`config.mk`:
```
export PLATFORM = sky130hd
export DESIGN_NAME = url_percent_codec_top_flat
export DESIGN_NICKNAME = d
export VERILOG_FILES = /design/src/sv/upc_pkg.sv /design/src/sv/upc_intf.sv /design/src/sv/upc_front.sv /design/src/sv/upc_cmd_fifo.sv /design/src/sv/upc_back.sv /design/src/sv/url_percent_codec_top.sv /design/src/flat_wrapper.sv
export SDC_FILE = /design/constraint.sdc
export NUM_CORES = 1
export LEC_CHECK = 0
export BUFFER_PORTS_ARGS = -buffer_cell sky130_fd_sc_hd__buf_2
export CELL_PAD_IN_SITES_DETAIL_PLACEMENT = 0
export CELL_PAD_IN_SITES_GLOBAL_PLACEMENT = 1
export CORE_ASPECT_RATIO = 0.7
export CORE_MARGIN = 2
export CORE_UTILIZATION = 49
export DETAILED_ROUTE_END_ITERATION = 10
export PLACE_DENSITY = 0.76
export REMOVE_ABC_BUFFERS = 1
export SLEW_MARGIN = 20
export SYNTH_ARGS = -nofsm -noshare
export SYNTH_HDL_FRONTEND = slang
export SYNTH_HIERARCHICAL = 1
export SYNTH_SLANG_ARGS = --single-unit
```
`constraint.sdc`:
```
create_clock -name clock -period 4.2 [get_ports clock]
set_clock_uncertainty 0.15 [all_clocks]
set_input_delay 0.84 -clock clock [delete_from_list [all_inputs] [get_ports clock]]
set_output_delay 0.84 -clock clock [all_outputs]
set_load 0.1 [all_outputs]
```
`src/sv/upc_pkg.sv`:
```
// Package for the URL percent codec: command and beat types, character
// constants and the small character helper functions. Depends on nothing.
`default_nettype none

package upc_pkg;

   // Character constants
   localparam logic [7:0] CHAR_PERCENT = 8'h25;   // '%'
   localparam logic [7:0] CHAR_PLUS    = 8'h2B;   // '+'
   localparam logic [7:0] CHAR_SPACE   = 8'h20;   // ' '
   localparam logic [7:0] CHAR_ZERO    = 8'h30;   // '0'
   localparam logic [7:0] CHAR_NINE    = 8'h39;   // '9'
   localparam logic [7:0] CHAR_UPPER_A = 8'h41;   // 'A'
   localparam logic [7:0] CHAR_UPPER_Z = 8'h5A;   // 'Z'
   localparam logic [7:0] CHAR_LOWER_A = 8'h61;   // 'a'
   localparam logic [7:0] CHAR_LOWER_Z = 8'h7A;   // 'z'
   localparam logic [7:0] HEX_TEN      = 8'd10;

   // Mode register values
   localparam logic MODE_ENCODE = 1'b0;
   localparam logic MODE_DECODE = 1'b1;

   // Command queue between the front and back ends
   localparam int CMD_FIFO_DEPTH = 4;
   localparam int CMD_PTR_W      = $clog2(CMD_FIFO_DEPTH);
   localparam int CMD_CNT_W      = $clog2(CMD_FIFO_DEPTH + 1);

   // Beat position within an escape triple
   localparam int BEAT_IDX_W = 2;
   localparam logic [BEAT_IDX_W-1:0] BEAT_PERCENT = 2'd0;
   localparam logic [BEAT_IDX_W-1:0] BEAT_HIGH    = 2'd1;
   localparam logic [BEAT_IDX_W-1:0] BEAT_LOW     = 2'd2;

   typedef enum logic [1:0] {
      ESC_IDLE   = 2'd0,
      ESC_FIRST  = 2'd1,
      ESC_SECOND = 2'd2
   } esc_phase_type;

   typedef enum logic [1:0] {
      CMD_PASS   = 2'd0,
      CMD_ESCAPE = 2'd1,
      CMD_ERROR  = 2'd2
   } cmd_kind_type;

   typedef struct packed {
      cmd_kind_type kind;
      logic [7:0]   data;
      logic         msg_last;
   } cmd_type;

   typedef struct packed {
      logic [7:0] out_byte;
      logic       byte_valid;
      logic       run_last;
      logic       msg_end;
      logic       error;
   } rsp_beat_type;

   function automatic logic is_alnum(input logic [7:0] c);
      return ((c >= CHAR_ZERO) && (c <= CHAR_NINE)) ||
             ((c >= CHAR_UPPER_A) && (c <= CHAR_UPPER_Z)) ||
             ((c >= CHAR_LOWER_A) && (c <= CHAR_LOWER_Z));
   endfunction

   // Value of a hex digit, unchecked: anything outside '0'..'9' is taken as
   // an uppercase letter digit, wrapping modulo 256.
   function automatic logic [7:0] digit_value(input logic [7:0] c);
      logic [7:0] v;
      if ((c >= CHAR_ZERO) && (c <= CHAR_NINE)) begin
         v = c - CHAR_ZERO;
      end else begin
         v = c - CHAR_UPPER_A + HEX_TEN;
      end
      return v;
   endfunction

   // Uppercase hex character for a nibble.
   function automatic logic [7:0] hex_char(input logic [3:0] n);
      logic [7:0] v;
      v = {4'd0, n};
      if (v > 8'd9) begin
         v = v - HEX_TEN + CHAR_UPPER_A;
      end else begin
         v = v + CHAR_ZERO;
      end
      return v;
   endfunction

endpackage

`default_nettype wire

```
`src/sv/upc_intf.sv`:
```
// Handshake interfaces for the request (text byte) and response (result
// beat) channels of the URL percent codec. No dependencies.
`default_nettype none

interface upc_req_if;
   logic       valid;
   logic       ready;
   logic [7:0] in_byte;
   logic       msg_last;

   modport source (output valid, output in_byte, output msg_last, input ready);
   modport sink   (input valid, input in_byte, input msg_last, output ready);
endinterface

interface upc_rsp_if;
   logic       valid;
   logic       ready;
   logic [7:0] out_byte;
   logic       byte_valid;
   logic       run_last;
   logic       msg_end;
   logic       error;

   modport source (output valid, output out_byte, output byte_valid, output run_last,
                   output msg_end, output error, input ready);
   modport sink   (input valid, input out_byte, input byte_valid, input run_last,
                   input msg_end, input error, output ready);
endinterface

`default_nettype wire

```
`src/sv/upc_front.sv`:
```
// Front end of the URL percent codec: holds the mode register and escape state,
// classifies each beat and pushes a command per byte or error. Uses upc_pkg.
`default_nettype none

module upc_front (
   input  logic             clock,
   input  logic             reset,
   input  logic             csr_wr_en,
   input  logic             csr_wr_data,
   upc_req_if.sink          req_if,
   input  logic             queue_full,
   output logic             push_valid,
   output upc_pkg::cmd_type push_cmd
);
   import upc_pkg::*;

   logic          mode_ff, mode_in;
   esc_phase_type phase_ff, phase_in;
   logic [3:0]    nibble_ff, nibble_in;
   logic          accept;
   logic [7:0]    c;
   logic [7:0]    dv;

   assign req_if.ready = !queue_full;
   assign accept       = req_if.valid && !queue_full;
   assign c            = req_if.in_byte;
   assign dv           = digit_value(c);
   assign mode_in      = csr_wr_en ? csr_wr_data : mode_ff;

   always_comb begin
      phase_in          = phase_ff;
      nibble_in         = nibble_ff;
      push_valid        = 1'b0;
      push_cmd.kind     = CMD_PASS;
      push_cmd.data     = c;
      push_cmd.msg_last = req_if.msg_last;
      if (accept) begin
         if (mode_ff == MODE_ENCODE) begin
            phase_in      = ESC_IDLE;
            push_valid    = 1'b1;
            push_cmd.kind = is_alnum(c) ? CMD_PASS : CMD_ESCAPE;
         end else begin
            case (phase_ff)
               ESC_FIRST: begin
                  nibble_in = dv[3:0];
                  phase_in  = ESC_SECOND;
                  if (req_if.msg_last) begin
                     phase_in      = ESC_IDLE;
                     push_valid    = 1'b1;
                     push_cmd.kind = CMD_ERROR;
                  end
               end
               ESC_SECOND: begin
                  phase_in      = ESC_IDLE;
                  push_valid    = 1'b1;
                  push_cmd.data = {nibble_ff, 4'd0} | dv;
               end
               default: begin
                  phase_in = ESC_IDLE;
                  if (c == CHAR_PERCENT) begin
                     phase_in = ESC_FIRST;
                     if (req_if.msg_last) begin
                        phase_in      = ESC_IDLE;
                        push_valid    = 1'b1;
                        push_cmd.kind = CMD_ERROR;
                     end
                  end else begin
                     push_valid    = 1'b1;
                     push_cmd.data = (c == CHAR_PLUS) ? CHAR_SPACE : c;
                  end
               end
            endcase
         end
      end
   end

   always_ff @(posedge clock) begin
      if (reset) begin
         mode_ff   <= MODE_ENCODE;
         phase_ff  <= ESC_IDLE;
         nibble_ff <= 4'd0;
      end else begin
         mode_ff   <= mode_in;
         phase_ff  <= phase_in;
         nibble_ff <= nibble_in;
      end
   end

endmodule

`default_nettype wire

```
`src/sv/upc_cmd_fifo.sv`:
```
// Short command queue between the front and back ends of the URL percent
// codec. Uses upc_pkg for the command type and depth.
`default_nettype none

module upc_cmd_fifo (
   input  logic             clock,
   input  logic             reset,
   input  logic             push_valid,
   input  upc_pkg::cmd_type push_cmd,
   output logic             full,
   input  logic             pop,
   output logic             head_valid,
   output upc_pkg::cmd_type head_cmd
);
   import upc_pkg::*;

   cmd_type                entry_ff [CMD_FIFO_DEPTH];
   logic [CMD_PTR_W-1:0]   wr_ptr_ff, wr_ptr_in;
   logic [CMD_PTR_W-1:0]   rd_ptr_ff, rd_ptr_in;
   logic [CMD_CNT_W-1:0]   count_ff, count_in;
   logic                   do_push, do_pop;

   assign full       = (count_ff == CMD_CNT_W'(CMD_FIFO_DEPTH));
   assign head_valid = (count_ff != '0);
   assign head_cmd   = entry_ff[rd_ptr_ff];
   assign do_push    = push_valid && !full;
   assign do_pop     = pop && head_valid;

   always_comb begin
      wr_ptr_in = wr_ptr_ff;
      rd_ptr_in = rd_ptr_ff;
      count_in  = count_ff;
      if (do_push) begin
         wr_ptr_in = (wr_ptr_ff == CMD_PTR_W'(CMD_FIFO_DEPTH - 1)) ? '0
                                                                   : wr_ptr_ff + CMD_PTR_W'(1);
      end
      if (do_pop) begin
         rd_ptr_in = (rd_ptr_ff == CMD_PTR_W'(CMD_FIFO_DEPTH - 1)) ? '0
                                                                   : rd_ptr_ff + CMD_PTR_W'(1);
      end
      if (do_push && !do_pop) begin
         count_in = count_ff + CMD_CNT_W'(1);
      end else if (do_pop && !do_push) begin
         count_in = count_ff - CMD_CNT_W'(1);
      end
   end

   always_ff @(posedge clock) begin
      if (reset) begin
         wr_ptr_ff <= '0;
         rd_ptr_ff <= '0;
         count_ff  <= '0;
      end else begin
         wr_ptr_ff <= wr_ptr_in;
         rd_ptr_ff <= rd_ptr_in;
         count_ff  <= count_in;
      end
   end

   always_ff @(posedge clock) begin
      if (do_push) begin
         entry_ff[wr_ptr_ff] <= push_cmd;
      end
   end

endmodule

`default_nettype wire

```
`src/sv/upc_back.sv`:
```
// Back end of the URL percent codec: expands each queued command into one
// or three response beats through a registered output stage. Uses upc_pkg.
`default_nettype none

module upc_back (
   input  logic             clock,
   input  logic             reset,
   input  logic             head_valid,
   input  upc_pkg::cmd_type head_cmd,
   output logic             pop,
   upc_rsp_if.source        rsp_if
);
   import upc_pkg::*;

   logic                  rsp_valid_ff, rsp_valid_in;
   rsp_beat_type          beat_ff;
   rsp_beat_type          beat_in;
   logic [BEAT_IDX_W-1:0] beat_idx_ff, beat_idx_in;
   logic                  load;
   logic                  last_beat;

   assign load      = head_valid && (!rsp_valid_ff || rsp_if.ready);
   assign last_beat = (head_cmd.kind != CMD_ESCAPE) || (beat_idx_ff == BEAT_LOW);
   assign pop       = load && last_beat;

   always_comb begin
      beat_in = '0;
      case (head_cmd.kind)
         CMD_PASS: begin
            beat_in.out_byte   = head_cmd.data;
            beat_in.byte_valid = 1'b1;
            beat_in.run_last   = 1'b1;
            beat_in.msg_end    = head_cmd.msg_last;
         end
         CMD_ESCAPE: begin
            beat_in.byte_valid = 1'b1;
            case (beat_idx_ff)
               BEAT_PERCENT: beat_in.out_byte = CHAR_PERCENT;
               BEAT_HIGH:    beat_in.out_byte = hex_char(head_cmd.data[7:4]);
               default: begin
                  beat_in.out_byte = hex_char(head_cmd.data[3:0]);
                  beat_in.run_last = 1'b1;
                  beat_in.msg_end  = head_cmd.msg_last;
               end
            endcase
         end
         CMD_ERROR: begin
            beat_in.run_last = 1'b1;
            beat_in.msg_end  = 1'b1;
            beat_in.error    = 1'b1;
         end
         default: beat_in = '0;
      endcase
   end

   always_comb begin
      beat_idx_in = beat_idx_ff;
      if (load) begin
         beat_idx_in = last_beat ? BEAT_PERCENT : beat_idx_ff + BEAT_IDX_W'(1);
      end
      if (load) begin
         rsp_valid_in = 1'b1;
      end else if (rsp_if.ready) begin
         rsp_valid_in = 1'b0;
      end else begin
         rsp_valid_in = rsp_valid_ff;
      end
   end

   always_ff @(posedge clock) begin
      if (reset) begin
         rsp_valid_ff <= 1'b0;
         beat_idx_ff  <= BEAT_PERCENT;
      end else begin
         rsp_valid_ff <= rsp_valid_in;
         beat_idx_ff  <= beat_idx_in;
      end
   end

   always_ff @(posedge clock) begin
      if (load) begin
         beat_ff <= beat_in;
      end
   end

   assign rsp_if.valid      = rsp_valid_ff;
   assign rsp_if.out_byte   = beat_ff.out_byte;
   assign rsp_if.byte_valid = beat_ff.byte_valid;
   assign rsp_if.run_last   = beat_ff.run_last;
   assign rsp_if.msg_end    = beat_ff.msg_end;
   assign rsp_if.error      = beat_ff.error;

endmodule

`default_nettype wire

```
`src/sv/url_percent_codec_top.sv`:
```
// Top level of the URL percent codec: front end, command queue and back end.
// Depends on upc_pkg, upc_intf, upc_front, upc_cmd_fifo and upc_back.
//
//   Channel   Direction  Beat contents
//   req_if    in         in_byte, msg_last
//   rsp_if    out        out_byte, byte_valid, run_last, msg_end, error
//   csr_*     in         mode bit (0 encode, 1 decode), write enable and data
//
// The front end takes one request beat per cycle as long as the four-entry
// command queue has room; once the queue is full, req_if.ready drops until
// the back end pops a command.
// The back end sends one response beat per cycle while rsp_if is ready; an
// encoded escape needs three beats, so the sustained rate is set by the
// single response port.
// With an empty queue, a request beat's command is written into the queue
// and then loaded into the output register before its response is presented.
// The response beat sits in an output register, so a stall on rsp_if does not
// stop the queue from being filled. Reset is synchronous and clears the mode,
// the escape state, the queue and the output valid flag.
`default_nettype none

module url_percent_codec_top (
   input  logic       clock,
   input  logic       reset,
   input  logic       csr_wr_en,
   input  logic       csr_wr_data,
   upc_req_if.sink    req_if,
   upc_rsp_if.source  rsp_if
);
   import upc_pkg::*;

   // Commands leave the front end already classified: a plain byte, an
   // escape triple to be expanded, or a bare error.
   logic    push_valid;
   cmd_type push_cmd;
   logic    queue_full;
   logic    pop;
   logic    head_valid;
   cmd_type head_cmd;

   upc_front u_front (
      .clock       (clock),
      .reset       (reset),
      .csr_wr_en   (csr_wr_en),
      .csr_wr_data (csr_wr_data),
      .req_if      (req_if),
      .queue_full  (queue_full),
      .push_valid  (push_valid),
      .push_cmd    (push_cmd)
   );

   // The queue lets the front end keep accepting while the back end is busy
   // spelling out an escape or waiting on a stalled response.
   upc_cmd_fifo u_cmd_fifo (
      .clock      (clock),
      .reset      (reset),
      .push_valid (push_valid),
      .push_cmd   (push_cmd),
      .full       (queue_full),
      .pop        (pop),
      .head_valid (head_valid),
      .head_cmd   (head_cmd)
   );

   upc_back u_back (
      .clock      (clock),
      .reset      (reset),
      .head_valid (head_valid),
      .head_cmd   (head_cmd),
      .pop        (pop),
      .rsp_if     (rsp_if)
   );

endmodule

`default_nettype wire
```
`src/flat_wrapper.sv`:
```
// flat-port wrapper written by rule: the top's interface ports become plain ports
module url_percent_codec_top_flat import upc_pkg::*;
  (clock, reset, csr_wr_en, csr_wr_data, req_if_valid, req_if_in_byte, req_if_msg_last, req_if_ready, rsp_if_valid, rsp_if_out_byte, rsp_if_byte_valid, rsp_if_run_last, rsp_if_msg_end, rsp_if_error, rsp_if_ready);
  upc_req_if req_if_i ();
  upc_rsp_if rsp_if_i ();
  input  logic clock;
  input  logic reset;
  input  logic csr_wr_en;
  input  logic csr_wr_data;
  input wire logic [$bits(req_if_i.valid)-1:0] req_if_valid;
  input wire logic [$bits(req_if_i.in_byte)-1:0] req_if_in_byte;
  input wire logic [$bits(req_if_i.msg_last)-1:0] req_if_msg_last;
  output wire logic [$bits(req_if_i.ready)-1:0] req_if_ready;
  output wire logic [$bits(rsp_if_i.valid)-1:0] rsp_if_valid;
  output wire logic [$bits(rsp_if_i.out_byte)-1:0] rsp_if_out_byte;
  output wire logic [$bits(rsp_if_i.byte_valid)-1:0] rsp_if_byte_valid;
  output wire logic [$bits(rsp_if_i.run_last)-1:0] rsp_if_run_last;
  output wire logic [$bits(rsp_if_i.msg_end)-1:0] rsp_if_msg_end;
  output wire logic [$bits(rsp_if_i.error)-1:0] rsp_if_error;
  input wire logic [$bits(rsp_if_i.ready)-1:0] rsp_if_ready;
  assign req_if_i.valid = req_if_valid;
  assign req_if_i.in_byte = req_if_in_byte;
  assign req_if_i.msg_last = req_if_msg_last;
  assign req_if_ready = req_if_i.ready;
  assign rsp_if_valid = rsp_if_i.valid;
  assign rsp_if_out_byte = rsp_if_i.out_byte;
  assign rsp_if_byte_valid = rsp_if_i.byte_valid;
  assign rsp_if_run_last = rsp_if_i.run_last;
  assign rsp_if_msg_end = rsp_if_i.msg_end;
  assign rsp_if_error = rsp_if_i.error;
  assign rsp_if_i.ready = rsp_if_ready;
  url_percent_codec_top u_core (.clock(clock), .reset(reset), .csr_wr_en(csr_wr_en), .csr_wr_data(csr_wr_data), .req_if(req_if_i), .rsp_if(rsp_if_i));
endmodule
```
== Yosys cells after proc, flatten, opt, wreduce, memory -nomap -nowiden ==
Memory sizes are Yosys's and may differ from the RTL's. A register that Yosys moved wholly into a read port is not among the register bits.
Cells that the tools add are included.
Word-level totals
  memories: 1
  flip-flop bits (word level): 29
  logic and storage cells: 113
  output and inout bits: 14
  input port bits: 15
  memory bits (writable): 44
Cells by class
  reduce and logical (&&, ||, !) cells: 25
  eq/ne operators: 12
  add/sub/neg operators: 14
  bitwise operators: 1
  multiplexer cells: 39
  $lt $le $gt $ge: 8
Memory list
  u_core.u_cmd_fifo.entry_ff: depth 4, bits a word 11, read ports 1, clocked after Yosys merged registers in 1, wr ports 1, RTL line upc_cmd_fifo.sv:17  | cmd_type entry_ff [CMD_FIFO_DEPTH];
Operator list (count)
  $mux 8: 6
  $pmux 8 s2: 2
  $mux 2: 11
  $pmux 9 s2: 1
  $add 8x7->8 const B: 2
  $eq 8x6->1 const B: 2
  $ge 8x7->1 const B: 2
  $le 8x7->1 const B: 2
  $add 4x6->7 const B: 2
  $mux 1: 12
  $eq 2x2->1 const B: 5
  $logic_and 1x1->1: 10
  $mux 10: 1
  $sub 4x4->5 const B: 2
  $add 8x4->8 const B: 1
  $ge 8x6->1 const B: 1
  $gt 4x4->1 const B: 2
  $le 8x6->1 const B: 1
  $or 8x8->8: 1
  $pmux 2 s2: 2
  $sub 8x6->8 const B: 1
  $sub 8x7->8 const B: 1
  $add 2x1->2 const B: 3
  $eq 2x1->1 const B: 3
  14 further kinds: 23

== Longest topological paths before layout ==
Gate-level depths: netlist (run 1).
  word-level depth: 10
  mapped depth: 16
  mapped depth without buffers: 15

== Cells and area by module ==
The synthesis (run 1) kept the hierarchy.
By module, submodules not included
  upc_cmd_fifo: times used 1, sequential area each 1501.4 um2, cells an instance 107, area each 2075.7 um2
  upc_back: times used 1, sequential area each 420.4 um2, cells an instance 120, area each 1173.6 um2
  upc_front: times used 1, sequential area each 140.1 um2, cells an instance 146, area each 1092.3 um2

== Least setup slack after synthesis (run 1) ==
No wires, ideal clock.
  kind: reg2reg
  start: register u_core.u_cmd_fifo.count_ff[0]
  end: register u_core.u_cmd_fifo.count_ff[2]
  library setup time: 0.070 ns
  data required time: 3.980 ns
  period minus slack after synthesis: 3.648 ns
  path slack: 0.552 ns
  arrival time: 3.428 ns
  cell stages (with the launch flop): 15
  path buffers: 1
  path through: dfxtp_1 or3b_1 buf_6 clkinv_4 inv_1 nand2_1 a21oi_1 inv_1 nor2_2 ha_1 inv_1 fa_1 xor2_1 or3_2 a21oi_1
On the way
  word-level cells in the longest chain between the ends: 8
  elaborated cells on any way between the ends: 18
  those cells by class: add/sub: 2; eq/ne: 1; mux: 3; reduce/logical: 12
Ends and longest elaborated chain
  start, declared: RTL line upc_cmd_fifo.sv:20  | logic [CMD_CNT_W-1:0] count_ff, count_in;
  start signal, assigned: RTL line upc_cmd_fifo.sv:56  | count_ff <= count_in;
  $eq 3x3->1 *: RTL line upc_cmd_fifo.sv:23  | assign full = (count_ff == CMD_CNT_W'(CMD_FIFO_DEPTH));
  via u_core.queue_full: RTL line url_percent_codec_top.sv:36  | logic queue_full;
  $logic_not 1->1 *
  via req_if_ready: RTL line flat_wrapper.sv:13  | output wire logic [$bits(req_if_i.ready)-1:0] req_if_ready;
  $logic_and 1x1->1 *: RTL line upc_front.sv:25  | assign accept = req_if.valid && !queue_full;
  $mux 1 *: RTL line upc_front.sv:37  | if (accept) begin
  via u_core.push_valid: RTL line url_percent_codec_top.sv:34  | logic push_valid;
  $logic_and 1x1->1 *: RTL line upc_cmd_fifo.sv:26  | assign do_push = push_valid && !full;
  via u_core.u_cmd_fifo.do_push: RTL line upc_cmd_fifo.sv:21  | logic do_push, do_pop;
  $logic_not 1->1: RTL line upc_cmd_fifo.sv:43  | end else if (do_pop && !do_push) begin
  $logic_and 1x1->1: RTL line upc_cmd_fifo.sv:43
  $reduce_bool 2->1 (no source line)
The timed path passes the listed nets; every way through them passes the cells marked *. The select of a mux whose other input is x is not followed.
A chain may end at the register's enable or synchronous reset.

== Worst setup path after layout (run 1) ==
  start: input req_if_in_byte[4]
  end: register u_core.u_cmd_fifo.count_ff[2]
On the way
  word-level cells in the longest chain between the ends: 9
  elaborated cells on any way between the ends: 11
  those cells by class: eq/ne: 1; mux: 5; reduce/logical: 5
Ends and longest elaborated chain
  start, declared: RTL line flat_wrapper.sv:11  | input wire logic [$bits(req_if_i.in_byte)-1:0] req_if_in_byte;
  $eq 8x6->1 *: RTL line upc_front.sv:60  | if (c == CHAR_PERCENT) begin
  $mux 1 *: RTL line upc_front.sv:60
  $pmux 1 s2 *: RTL line upc_front.sv:43  | case (phase_ff)
  $mux 1 *: RTL line upc_front.sv:38  | if (mode_ff == MODE_ENCODE) begin
  $mux 1 *: RTL line upc_front.sv:37
  via u_core.push_valid: RTL line url_percent_codec_top.sv:34
  $logic_and 1x1->1 *: RTL line upc_cmd_fifo.sv:26
  via u_core.u_cmd_fifo.do_push: RTL line upc_cmd_fifo.sv:21
  $logic_not 1->1: RTL line upc_cmd_fifo.sv:43
  $logic_and 1x1->1: RTL line upc_cmd_fifo.sv:43
  $reduce_bool 2->1 (no source line)
The timed path passes the listed nets; every way through them passes the cells marked *.

==> Implementation_results.wiki, run 1 <==
{| class="wikitable"
! Metric !! Value
|-
| Number of top-level pins || 29
|-
| Final cycle utilization of the critical path || 0.847
|-
| Hold Path Depth || 2
|-
| Setup tns final || 0 ps
|-
| Effective utilization at floorplan || 0.510
|-
| CP arrival || 3670 ps
|-
| Fin. Hold Viols || 0
|-
| Global-route congestion overflow total || 0
|-
| Number of hold buffers added after CTS || 0
|-
| DR vias/cell || 5.71
|-
| Post-cts sizing count || 0
|-
| Vias in the first global route || 2,684
|-
| Beginning of the worst hold path || u_core/u_back/beat_idx_ff[1]
|-
| Sequential share of the synthesized area || 0.475
|-
| List of most frequent post-synthesis cells || sky130_fd_sc_hd__edfxtp_1 (56), sky130_fd_sc_hd__ha_1 (28), sky130_fd_sc_hd__nor2_1 (26)
|-
| Antenna violations before repair || 0
|-
| Metal1 wirelength || 4.58 mm
|-
| Worst r2r dst || u_core/u_cmd_fifo/count_ff[2]
|-
| Number of setup violations in the final report || 0
|-
| Port-buffer cells || 28
|-
| Most instantiated flip-flop cell in the synthesis netlist || sky130_fd_sc_hd__edfxtp_1
|-
| WS Path Type || input port to flip-flop
|-
| First-pass DRT Iterations || 5
|-
| Post-Syn Instances || ~370
|-
| Area of the multi-input gates || ~0.002 sq mm
|-
| Post-synthesis average cell area || 11.6 sq um
|-
| Number of synthesized register bits || 75
|-
| Largest fanout on the critical path || 8
|-
| Count of yosys warnings during synthesis || 6
|-
| Slew at the pin closest to its max-slew limit || ~550 ps
|-
| R2R cell count || 11
|-
| Post-detailed-route wirelength per cell || 17.0 microns
|-
| Core outline area || 0.00851 sq mm
|-
| Cell area after placement || 0.00452 sq mm
|-
| Met3 WL || 502 microns
|-
| Number of max-capacitance violations reported || 0
|-
| Uppermost routed layer || met4
|-
| Maximum number of pins on one net before global-route repair || 21
|-
| Shortest period the worst path allows || 3560 ps
|-
| Die Height || 82.8 microns
|-
| Slack of the worst reg-to-reg path || 810 ps
|-
| Post-detailed-placement half-perimeter wirelength || 6.36 mm
|-
| Leakage power total || 1.78 nW
|-
| Number of buffers created by CTS || 9
|-
| Remaining antenna violation count after routing || 0
|-
| Number of DRC violations after detailed routing || 0
|-
| Clock-pin transition on the worst setup and hold timing paths || 60 ps
|-
| Post-route standard cell area excluding fillers || 0.00483 sq mm
|-
| Sinks on the clock net || 75
|-
| Std cell rows || 28
|-
| RSZ-0062 raised after global routing || false
|-
| Source of the critical timing path || req_if_in_byte[4]
|-
| Critical path launch point type || input port
|-
| Fraction of post-synthesis cell area in the top cell type by area || 0.387
|-
| Asr flop ratio synth || 0
|-
| Pwr dens || 735 mW/mm^2
|-
| Final WL || 8.80 mm
|-
| Worst hold path type || flip-flop to flip-flop
|-
| Post-CTS setup-driven buffer insertion count || 0
|-
| Number of antenna diodes || 0
|-
| Maximum clock insertion buffer count || 2
|-
| Number of pins with negative max-slew slack in the final report || 0
|-
| Data required time at the worst endpoint || 4320 ps
|-
| Number of nets in the layout || around 440
|-
| Ratio of cells with drive above 1 in the final layout || 0.206
|-
| Util after Layout || 0.567
|-
| Met2 Routed Length || 3.64 mm
|-
| Starting DRC count in detailed routing || 302
|-
| Post-Syn Area || 0.00434 sq mm
|-
| Global placer's final weighted congestion || a little under 0.9
|-
| Power consumption || between 0.003 and 0.004 W
|-
| Worst-case vdd ir drop || 0.477 mV
|-
| Leading cell types by total area after synthesis || sky130_fd_sc_hd__edfxtp_1 (39%), sky130_fd_sc_hd__dfxtp_1 (8.8%), sky130_fd_sc_hd__ha_1 (8.1%)
|-
| Headroom to the max-slew limit || 0.636
|-
| CTS tree || done
|-
| Maximum level of the CTS H-tree || 3
|-
| Root Buffer || sky130_fd_sc_hd__clkbuf_16
|-
| Kind of end point of the critical path || flip-flop
|-
| Number of enable-type register cells in the synthesized netlist || 56
|-
| Synthesis-to-layout area growth || 11.2%
|-
| Library cell with the highest instance count after synthesis || sky130_fd_sc_hd__edfxtp_1
|-
| Peak clock frequency supported by timing || 281 MHz
|-
| Sequential cell area || 0.00206 sq mm
|-
| Number of distinct library cell variants in the gate-level netlist after synthesis || just under 80
|-
| First-pass GRT wire length || roughly 14 mm
|-
| Clock latency on the worst-skew pair || 330 ps
|-
| Library cell occupying the most area in the post-synthesis netlist || sky130_fd_sc_hd__edfxtp_1
|-
| Horizontal die dimension || 117 microns
|-
| Filler cells || 712
|-
| Run status || finished, final reports clean
|-
| GRT Resource Usage Total || 0.202
|-
| End point of the most critical hold path || u_core/u_back/beat_idx_ff[1]
|-
| Vias || 2,958
|-
| Die footprint || 0.00964 sq mm
|}
==> flip-flops by register name, indices dropped and copies added (netlist names), named ones only <==
register                         flops
u_core/u_cmd_fifo/count_ff           3
u_core/u_back/rsp_if.msg_end         1
u_core/u_front/mode_ff               1
u_core/u_back/rsp_if.out_byte        8
u_core/u_cmd_fifo/entry_ff          44
u_core/u_cmd_fifo/rd_ptr_ff          2
u_core/u_front/nibble_ff             4
u_core/u_back/beat_idx_ff            2
u_core/u_back/rsp_if.byte_valid      1
u_core/u_back/rsp_if.run_last        1
u_core/u_back/rsp_if.valid           1
u_core/u_front/phase_ff              2
u_core/u_cmd_fifo/wr_ptr_ff          2
u_core/u_back/rsp_if.error           1
==> worst max-delay path, stage by stage <==
cell and delay [ps]:
sky130_fd_sc_hd__buf_2 190, sky130_fd_sc_hd__inv_1 130, sky130_fd_sc_hd__ha_1 240, sky130_fd_sc_hd__nand4bb_1 170, sky130_fd_sc_hd__nor2_1 110, sky130_fd_sc_hd__nor2_1 130
sky130_fd_sc_hd__o32ai_1 80, sky130_fd_sc_hd__a21oi_1 190, sky130_fd_sc_hd__inv_1 90, sky130_fd_sc_hd__nor2_2 150, sky130_fd_sc_hd__ha_1 200, sky130_fd_sc_hd__inv_1 60
sky130_fd_sc_hd__fa_1 370, sky130_fd_sc_hd__xor2_1 180, sky130_fd_sc_hd__or3_2 400, sky130_fd_sc_hd__a21oi_1 140
==> area by class of cell <==
cell class              count  area share
inverters                  27      0.0220
clock inverters             5      0.0161
well taps                 120      0.0311
multi-input cells         250       0.423
repair buffers             30      0.0321
clock buffers              11      0.0482
flip-flops and latches     75       0.427
==> placed cells by master, fill, tap and decap left out, drive strengths merged, types with 3 or more instances in the layout <==
cell / netlist / layout
o211ai: 3 / 3
or3: 6 / 6
nor2b: 6 / 6
inv: 26 / 26
a311oi: 5 / 5
o2bb2ai: 3 / 3
nand2: 19 / 19
clkbuf: 8 / 11
mux4: 11 / 11
nor2: 28 / 28
nor4: 5 / 5
xnor2: 5 / 5
nor3b: 4 / 4
and3: 7 / 7
nand3b: 5 / 5
ha: 28 / 28
buf: 13 / 30
and2: 4 / 4
o22ai: 3 / 3
dfxtp: 19 / 19
a211oi: 4 / 4
xor2: 3 / 3
a21oi: 16 / 16
nand3: 10 / 10
nor3: 10 / 10
clkinv: 1 / 4
o21ai: 15 / 15
edfxtp: 56 / 56
o31ai: 3 / 3
mux2: 3 / 3
mux2i: 4 / 4
==> where the power goes <==
| part | total (W) | switching [W] | leakage (nW) | internal, W |
|---|---|---|---|---|
| Clock | 0.000800 | 0.000282 | 0.151 | 0.000518 |
| Combinational | 0.00168 | 0.00117 | 0.946 | 0.000504 |
| Sequential | 0.00107 | 0.0000665 | 0.680 | 0.00100 |
==> routing by layer <==
| layer | vias to the layer above | track usage |
|---|---|---|
| li1 | 1452 | - |
| met1 | 1413 | 0.312 |
| met2 | 85 | 0.268 |
| met3 | 8 | 0.0562 |
| met4 | 0 | 0.0631 |
| met5 | - | 0 |
==> worst max path at each step <==
stage,end,slack [ps],cells past startpoint
2_1_floorplan,u_core/u_cmd_fifo/count_ff[2],520,13
3_3_place_gp,u_core/u_cmd_fifo/count_ff[2],420,16
3_5_place_dp,u_core/u_cmd_fifo/count_ff[2],340,16
4_1_cts,u_core/u_cmd_fifo/count_ff[2],670,16
5_1_grt,u_core/u_cmd_fifo/count_ff[2],480,16
6_report,u_core/u_cmd_fifo/count_ff[2],640,16
==> cells by family (layout without fill, tap and decap cells) <==
kind of cell               count (synthesis)  after routing  share of synthesized area
xor gates and xnor gates                   8              8                     0.0161
DFF                                       75             75                      0.475
AOI/OAI and AO/OA                         78             78                      0.135
and+or+nand+nor                          117            117                      0.160
adders and majority gates                 29             29                     0.0853
muxes                                     18             18                     0.0741
buffers and inverters                     48             73                     0.0545
==> stage by stage <==
| step | hold WS [ps] | cells | worst slack (ps) |
|---|---|---|---|
| 6_report | 333 | 518 | 645 |
| 5_1_grt | 355 | 518 | 478 |
| 4_1_cts | 334 | 518 | 671 |
| 3_5_place_dp | 323 | 502 | 341 |
| 3_3_place_gp | 319 | 502 | 425 |
| 2_1_floorplan | 293 | 352 | 516 |
Note: power is estimated with default switching activity, not from simulation.
==> run 2, diff against run 1 <==
--- a/config.mk
+++ b/config.mk
@@ -10,9 +10,9 @@
 export CELL_PAD_IN_SITES_GLOBAL_PLACEMENT = 1
 export CORE_ASPECT_RATIO = 0.7
 export CORE_MARGIN = 2
-export CORE_UTILIZATION = 49
+export CORE_UTILIZATION = 44
 export DETAILED_ROUTE_END_ITERATION = 10
-export PLACE_DENSITY = 0.76
+export PLACE_DENSITY = 0.71
 export REMOVE_ABC_BUFFERS = 1
 export SLEW_MARGIN = 20
 export SYNTH_ARGS = -nofsm -noshare
==> constraint.sdc (replaced) <==
create_clock -name clock -period 3.09 [get_ports clock]
set_clock_uncertainty 0.15 [all_clocks]
set_input_delay 0.618 -clock clock [delete_from_list [all_inputs] [get_ports clock]]
set_output_delay 0.618 -clock clock [all_outputs]
set_load 0.1 [all_outputs]
==> run 2 against run 1 <==
  * Power increased by 35%
  * Die area increased by 11%
  * Clock-buffer cell count decreased by 2
  * Sequential power rose by 35%
  * Final cell count up 6.6%
  * Flip-flop and latch count did not move
  * Design area grew 4.6%
  * Routed wire length grew 2.8%
  * Combinational power grew 42%
  * Global-route usage shrank 1.9 points
  * Highest routed layer unchanged
  * Via count up 2.8%
  * Largest power group unchanged
  * Clock power grew 19%
==> Implementation_results.wiki, run 2 (synthesized netlist as in run 1, its figures left out) <==
{| class="wikitable"
! Metric !! Value
|-
| End point of the most critical hold path || u_core/u_back/beat_idx_ff[0]
|-
| Number of top-level pins || 29 (unchanged)
|-
| Bufs and invs on worst path || 3 (-1)
|-
| Most frequent cells in the layout || sky130_fd_sc_hd__edfxtp_1 (56), sky130_fd_sc_hd__buf_2 (28), sky130_fd_sc_hd__buf_4 (27)
|-
| Vias in the first global route || 2,795 (+4.1%)
|-
| Synthesis-to-layout area growth || 16.3%
|-
| Remaining antenna violation count after routing || 0 (unchanged)
|-
| Pwr dens || 948 mW/mm^2 (+29%)
|-
| Clock latency on the worst-skew pair || 330 ps (about the same)
|-
| Worst-case setup slack after placement || -328 ps (-670 ps)
|-
| RSZ-0062 raised after global routing || false
|-
| Beginning of the worst hold path || u_core/u_back/beat_idx_ff[0]
|-
| Maximum clock insertion buffer count || 2 (unchanged)
|-
| Global placer's final weighted congestion || 0.806 (-7.3%)
|-
| Final WL || 9.05 mm (+2.8%)
|-
| Run status || finished, final reports clean
|-
| Maximum level of the CTS H-tree || 3 (unchanged)
|-
| Antenna violations before repair || 0 (unchanged)
|-
| DR vias/cell || 5.51 (-3.5%)
|-
| Slew at the pin closest to its max-slew limit || 566 ps (+20.8 ps)
|-
| CP arrival || 2910 ps (-760 ps)
|-
| Worst hold path type || flip-flop to flip-flop
|-
| Sequential cell area || 0.00206 sq mm (+0.12%)
|-
| Number of setup violations in the final report || 0 (unchanged)
|-
| Global-route congestion overflow total || 0 (unchanged)
|-
| Number of nets in the layout || 463 (+5.9%)
|-
| Hold Path Depth || 2 (unchanged)
|-
| Number of antenna diodes || 0 (unchanged)
|-
| Commonest non-fill, non-tap cell in the layout || sky130_fd_sc_hd__edfxtp_1
|-
| Sinks on the clock net || 75 (unchanged)
|-
| Number of max-capacitance violations reported || 0 (unchanged)
|-
| First-pass GRT wire length || 14.7 mm (+2.9%)
|-
| Std cell rows || 30 (+7.1%)
|-
| Number of DRC violations after detailed routing || 0 (unchanged)
|-
| Maximum single-stage delay on the critical path || 570 ps (+170 ps)
|-
| GRT Resource Usage Total || 0.183 (-0.0186)
|-
| Clock-pin transition on the worst setup and hold timing paths || 60 ps (about the same)
|-
| Post-detailed-placement half-perimeter wirelength || 6.77 mm (+6.3%)
|-
| Post-route standard cell area excluding fillers || 0.00505 sq mm (+4.6%)
|-
| Starting DRC count in detailed routing || 228 (-25%)
|-
| Worst r2r dst || u_core/u_back/rsp_if.out_byte[1]
|-
| Die footprint || 0.0107 sq mm (+11%)
|-
| Peak clock frequency supported by timing || approximately 350 MHz
|-
| Ratio of cells with drive above 1 in the final layout || 0.281 (+0.0746)
|-
| Maximum number of pins on one net before global-route repair || 21 (unchanged)
|-
| Horizontal die dimension || 123 microns (+5.3%)
|-
| R2R cell count || 9 (-2)
|-
| Flip-flop count of the largest register, all copies and words added || 44 (unchanged)
|-
| Number of buffers created by CTS || 9 (unchanged)
|-
| Critical path launch point type || flip-flop
|-
| Worst path slowest cell || sky130_fd_sc_hd__mux4_2
|-
| Die Height || 87.1 microns (+5.3%)
|-
| Largest fanout on the critical path || 8 (unchanged)
|-
| WS Path Type || flip-flop to flip-flop
|-
| Post-detailed-route wirelength per cell || 16.4 microns (-3.5%)
|-
| Number of pins with negative max-slew slack in the final report || 0 (unchanged)
|-
| Most prevalent standard cell on the critical path || sky130_fd_sc_hd__buf_4
|-
| Top cell family by delay on the critical path || multiplexers
|-
| Util after Layout || 0.524 (-0.0434)
|-
| Final cycle utilization of the critical path || 0.931
|-
| Kind of end point of the critical path || flip-flop
|-
| Final WS setup || 214 ps (-431 ps)
|-
| Top reg by flops || u_core/u_cmd_fifo/entry_ff
|-
| Port-buffer cells || 28 (unchanged)
|-
| Data required time at the worst endpoint || 3120 ps (-1200 ps)
|-
| Vias || 3,042 (+2.8%)
|-
| Slack of the worst reg-to-reg path || 210 ps (-600 ps)
|-
| CTS tree || done
|-
| Area of the multi-input gates || 0.00209 sq mm (+2.3%)
|-
| Cell area after placement || 0.00470 sq mm (+4.0%)
|-
| First-pass DRT Iterations || 4 (-1)
|-
| Cells along the critical path || buf_4 -> buf_4 -> mux4_2 -> inv_1 -> ha_1 -> nor2_1 -> o21ai_2 -> mux2_2 -> o22ai_2
|-
| Effective utilization at floorplan || 0.450 (-0.0599)
|-
| Headroom to the max-slew limit || 0.620 (-0.0156)
|-
| Filler cells || 859 (+21%)
|-
| Core outline area || 0.00965 sq mm (+13%)
|-
| Leakage power total || 1.89 nW (+6.2%)
|-
| Fin. Hold Viols || 0 (unchanged)
|-
| Worst-case vdd ir drop || 0.527 mV (+10%)
|-
| Shortest period the worst path allows || 2880 ps
|-
| Root Buffer || sky130_fd_sc_hd__clkbuf_16
|}
==> run 2: power breakdown <==
group          total [W]  internal [W]  leakage, nW  switching [W]
logic            0.00239      0.000764         1.07        0.00163
clock network   0.000953      0.000547        0.134       0.000406
registers        0.00144       0.00136        0.681      0.0000783
==> run 2: how the worst max path moves through the flow <==
stage	from	to	cells past startpoint
3_5_place_dp	req_if_in_byte[4]	u_core/u_cmd_fifo/count_ff[2]	16
3_3_place_gp	req_if_in_byte[4]	u_core/u_cmd_fifo/count_ff[2]	16
4_1_cts	u_core/u_front/phase_ff[0]	u_core/u_cmd_fifo/count_ff[2]	15
5_1_grt	u_core/u_front/phase_ff[0]	u_core/u_cmd_fifo/count_ff[2]	15
6_report	flip-flop	u_core/u_back/rsp_if.out_byte[1]	9
2_1_floorplan	u_core/u_cmd_fifo/count_ff[0]	u_core/u_cmd_fifo/count_ff[2]	13
==> run 2: through the flow <==
step	setup TNS (ps)	hold WS, ps	power, W	instances
6_report	0	330	0.00479	552
5_1_grt	0	365	0.00509	552
4_1_cts	0	337	0.00480	549
3_5_place_dp	-328	328	0.00382	533
3_3_place_gp	-232	313	0.00380	533
2_1_floorplan	-758	293	0.00331	352
==> run 2: routing by layer <==
layer | vias up | track usage | wire length [microns]
met3 | 4 | 0.0491 | 531
met4 | 0 | 0.0376 | 46
met2 | 66 | 0.258 | 3920
met1 | 1473 | 0.281 | 4550
met5 | - | 0 | 0
li1 | 1499 | - | -
==> run 2: layout make-up <==
type / count / share of cell area
repair buffers: 56 / 0.0701
clock inverters: 7 / 0.0102
inverters: 27 / 0.0211
flip-flops and latches: 75 / 0.409
well taps: 128 / 0.0317
multi-input cells: 250 / 0.414
clock buffers: 9 / 0.0446
==> run 2: worst register-to-register path: cells and delay by family (launching register included) <==
kind | cells | cell delay, ps
mux | 2 | 960
flops | 1 | 340
simple gates | 1 | 80
fa+ha+maj | 1 | 300
buf+inv | 3 | 560
compound gates | 2 | 340
==> run 2: what timing repair did <==
item / in CTS / in global routing
endpoints found under the hold margin: 0 / 0
hold buffers: 0 / 0
endpoints found under the setup margin: 1 / 1
gates resized for setup: 2 / 9
pin swaps: 3 / 6
buffers inserted: 0 / 3
